$ cat src/rtl/gbe_ram.sv
// Single write port, single read port memory with registered read data.
`timescale 1ns / 1ps
module gbe_ram #(
    parameter int WIDTH = 8,
    parameter int DEPTH = 256
) (
    input  logic                     i_clk,
    input  logic                     i_we,
    input  logic [$clog2(DEPTH)-1:0] i_waddr,
    input  logic [WIDTH-1:0]         i_wdata,
    input  logic [$clog2(DEPTH)-1:0] i_raddr,
    output logic [WIDTH-1:0]         o_rdata
);

    logic [WIDTH-1:0] r_mem [DEPTH];
    logic [WIDTH-1:0] r_rdata;

    // Write port.
    always_ff @(posedge i_clk) begin
        if (i_we) begin
            r_mem[i_waddr] <= i_wdata;
        end
    end

    // Read port, registered read data.
    always_ff @(posedge i_clk) begin
        r_rdata <= r_mem[i_raddr];
    end

    assign o_rdata = r_rdata;

endmodule

$ cat config.mk
export PLATFORM = sky130hd
export DESIGN_NAME = gbe_ram
export DESIGN_NICKNAME = d
export VERILOG_FILES = /design/src/rtl/gbe_ram.sv
export SDC_FILE = /design/constraint.sdc
export NUM_CORES = 2
export LEC_CHECK = 0
export BUFFER_PORTS_ARGS = -buffer_cell sky130_fd_sc_hd__clkbuf_2
export CELL_PAD_IN_SITES_DETAIL_PLACEMENT = 1
export CELL_PAD_IN_SITES_GLOBAL_PLACEMENT = 1
export CORE_MARGIN = 10
export CORE_UTILIZATION = 51
export CTS_CLUSTER_DIAMETER = 200
export DETAILED_ROUTE_END_ITERATION = 7
export HOLD_SLACK_MARGIN = 0.15
export PLACE_DENSITY_LB_ADDON = 0.1
export SKIP_CTS_REPAIR_TIMING = 1
export SYNTH_ARGS = -nofsm -noshare
export SYNTH_HDL_FRONTEND = slang
export SYNTH_SLANG_ARGS = --single-unit
$ cat constraint.sdc
create_clock -name i_clk -period 2.3 [get_ports i_clk]
set_input_delay 0.23 -clock i_clk [delete_from_list [all_inputs] [get_ports i_clk]]
set_output_delay 0.23 -clock i_clk [all_outputs]
set_load 0.1 [all_outputs]
After elaboration in Yosys (flattened, before gate mapping)
Memory sizes are Yosys's and may differ from the RTL's. A register that Yosys moved wholly into a read port is not among the register bits.
Cells that the tools add are included.
{"block": "classes", "mux": 2}
{"op": "1-bit two-way mux", "count": 2}
{"block": "word_totals", "elab_cells": 3, "out_inout_bits": 8, "register_bits": 0, "ramBits": 2048, "n_memories": 1}
{"name": "r_mem", "words": 256, "width": 8, "rd": 1, "rd_ports_with_merged_regs": 1, "write_ports": 1, "line_no": "15", "source": "logic [WIDTH-1:0] r_mem [DEPTH];"}

Longest topological paths before layout
{"block": "logic_depth", "word_depth": 2, "mapped_depth": 11}

Worst setup path after synthesis
No wires, ideal clock.
{"block": "synth_path", "path_kind": "input to register", "from": "input i_raddr[0]", "to": "register r_rdata[2] (netlist: o_rdata[2]) (read register of r_mem)", "path_slack_ns": 0.132, "n_path_buf": 4, "setup_ns": 0.131, "required_time_ns": 2.169, "arrival_ns": 2.037, "cell_stages": 9, "path_cell_list": "buf_6 -> buf_12 -> buf_8 -> buf_2 -> mux4_2 -> a22oi_1 -> a21oi_1 -> nor4_1 -> nor4_2"}
{"item": "start: declaration", "line_no": "11", "source": "input logic [$clog2(DEPTH)-1:0] i_raddr,"}
{"item": "end: declaration", "line_no": "16", "source": "logic [WIDTH-1:0] r_rdata;"}

==> run summary <==
ratio of cells with drive above 1 in the final layout -> 0.3305
Static Leak -> 30.63 nW
peak supply drop -> 814.8 uV
status -> finished with violations
Critical-path top delay cell -> nor4_2
Hold WS -> 0.1989 ns
Post-Synth Adder-Cell Area -> 0
I/O Buffers -> 33
ratio of final minimum period to clock period -> 1.004
largest family of logic cells by synthesized area -> multiplexers
HP Class -> in -> reg
R2R depth -> 7
R2R Setup Slk -> -0.008 ns
final hold vios -> 0
via count -> 41,820
Max stage delay on crit path -> 0.52 ns
simple-gate share of the synthesized area -> 0.02628
top_reg_cell synth -> edfxtp_1
Arrival @ worst endpoint -> 3.01 ns
Hold EP -> r_mem[219][2]
sequential element share of the synthesized area -> 0.7750
Synth Cell Area -> 79,560 sq um
crit path launch type -> flip-flop
Layout Skew -> 0.02587 ns
syn_nets -> 3,759
Tightest Pin Transition -> 0.8931 ns
Die H -> 415.0 um
Synth Area in Compound Gates -> 0.03419
failing checks -> negative setup slack
multiplexer share of the synthesized area -> 0.1462
H-tree level count -> 4
Top Ports -> 34
Max Cap Viol -> 0
FFs w/ async S/R, synth -> 0
initial antenna violation count -> 19
row cnt -> 144
XOR/XNOR share of the synthesized area -> 0
RR Endpoint -> o_rdata[5]
CTS Sinks -> 2,056
core area -> 154,600 sq um
die width -> 415.0 um
Synth warnings -> 0
Yosys top cell by area -> edfxtp_1
Via density -> 6.276
Synth Area per Inst -> 21.31 sq um
ANT nets after route -> 0
Worst path most repeated cell -> buf_4
RD Place Congestion -> 0.8724
via count of the first global-routing pass -> 44,020
Detailed Routing Iterations Pass 1 -> 5
Commonest cells post-synth -> 2,048 x edfxtp_1, 454 x mux4_2, 282 x nor2_1
insertion delay to the later sink of the worst-skew pair -> 0.83 ns
dpl hpwl -> 144,800 um
fin worst setup slack -> -0.008209 ns
CTS tree -> done
Yosys reg bits -> 2,056
global router's overall resource usage -> 0.2535
Initial Utilization -> 0.5146
Final nets -> 4,468
reg2reg start -> r_mem[137][5]
WL final -> 220,400 um
Yosys top cell area share -> 0.7730
WP data required -> 3.00 ns
Tmin final -> 2.308 ns
Iteration-0 DRC Markers -> 4,905
top cells by area, synth -> edfxtp_1 77%, mux4_2 13%, mux2i_1 1.7%, nor2_1 1.3%, a22oi_1 1.3%
ordered cell list for the critical path -> mux4_2, a22oi_1, buf_4, a21oi_1, nor4_2, buf_4, nor4_1
die area -> 172,200 sq um
most common cell in the synthesized netlist -> edfxtp_1
final core occ -> 0.6092
hold path depth -> 4
Post-synth EDFFs -> 2,048
fmax -> 433.2 MHz
Bufs on Longest Clock Path -> 3
clock buffer count from CTS -> 204
CP max FO -> 1
Max-slew headroom -> 0.4024
hold path start -> i_waddr[0]
global-route wire length before repair -> 318,700 um
endpoints failing setup -> 1
CTS clk-pin slew, worst paths -> 0.06 ns
Residual DRC -> 0
critical path capture point type -> flip-flop
CTS root buffer -> clkbuf_16
Area Growth Syn to Fin -> 18.37%
Yosys cell types -> 55
global route total overflow -> 0
drt wl/cell -> 33.08 um
PD cells -> 839.4 nW/um^2
critical path type -> reg -> reg
Gate Count Post-Synth -> 3,733
Filler Cell Count -> 12,910
Final Max Slew Viols -> 0
largest net degree at the start of global routing -> 124
-- worst max-delay path by stage --
| stage | startpoint | endpoint | slack (ns) | cells past startpoint |
|---|---|---|---|---|
| after floorplan | i_raddr[0] | o_rdata[2] | 0.13 | 9 |
| after global placement | i_raddr[0] | o_rdata[1] | -0.92 | 9 |
| after detailed placement | i_raddr[0] | o_rdata[0] | -0.98 | 11 |
| after CTS | r_mem[174][2] | o_rdata[2] | -0.41 | 8 |
| after global routing | r_mem[83][4] | o_rdata[4] | -0.03 | 6 |
| final | r_mem[137][5] | o_rdata[5] | -0.008 | 7 |
-- final cells by class --
| class | count | area (sq um) | area share |
|---|---|---|---|
| timing repair buffer | 736 | 6589 | 0.06997 |
| clock inverter | 122 | 1152 | 0.01224 |
| multi-input combinational | 1442 | 16740 | 0.1778 |
| inverter | 2 | 7.507 | 0.00007972 |
| sequential | 2056 | 61660 | 0.6548 |
| clock buffer | 256 | 5449 | 0.05786 |
| antenna | 5 | 12.51 | 0.0001329 |
| tap | 2044 | 2557 | 0.02716 |
-- report_power, final --
group	switching, mW	internal, mW
Combinational	2.89	1.80
Clock	13.9	19.1
Sequential	0.0808	41.3
Total	16.9	62.2
-- state kept, by name, summed over array words and instances (netlist names) --
name	cells
o_rdata	8
r_mem	2048
-- routing by layer --
metal	global-route usage	vias up	wire [um]
li1	-	17140	-
met1	0.3514	22610	88930
met2	0.4156	1761	109400
met3	0.04555	305	16180
met4	0.07121	4	5892
met5	0	-	29
-- critical path: cells and delay by family (launching register included) --
family | cells | cell delay, ns
buf+inv | 2 | 0.40
compound gates | 2 | 0.34
simple gates | 2 | 0.57
mux | 1 | 0.47
flops | 1 | 0.40
-- placed cells by master (no fill, tap or decap), types with 34 or more instances in the layout --
cell and n:
mux2i_1 134, clkinv_1 44, a22oi_1 132, clkinv_2 44, a21oi_1 96, edfxtp_1 2048, mux4_2 454, buf_4 613
nor2_1 278, nand3_1 34, buf_12 82, clkbuf_1 45, o221ai_1 46, clkbuf_16 211
-- through the flow --
step / total power, mW / setup WS, ns / TNS (ns) / area (sq um) / instances
floorplan: 44.34 / 0.1321 / 0 / 79560 / 3733
global placement: 46.66 / -0.9247 / -6.891 / 87220 / 6273
detailed placement: 46.81 / -0.9796 / -7.139 / 87220 / 6273
CTS: 79.48 / -0.4079 / -2.193 / 93830 / 6651
global route: 81.35 / -0.02786 / -0.07434 / 94160 / 6661
finish: 79.05 / -0.008209 / -0.008209 / 94170 / 6663
-- cell families (layout without fill, tap and decap cells) --
logic type	count (synthesis)	count (layout)
flip-flops	2056	2056
multiplexers	591	591
AND/OR/NAND/NOR	466	466
AO/OA/AOI/OAI	385	385
buffers and inverters	235	1116
other	0	5
(Power assumes the default switching activity.)
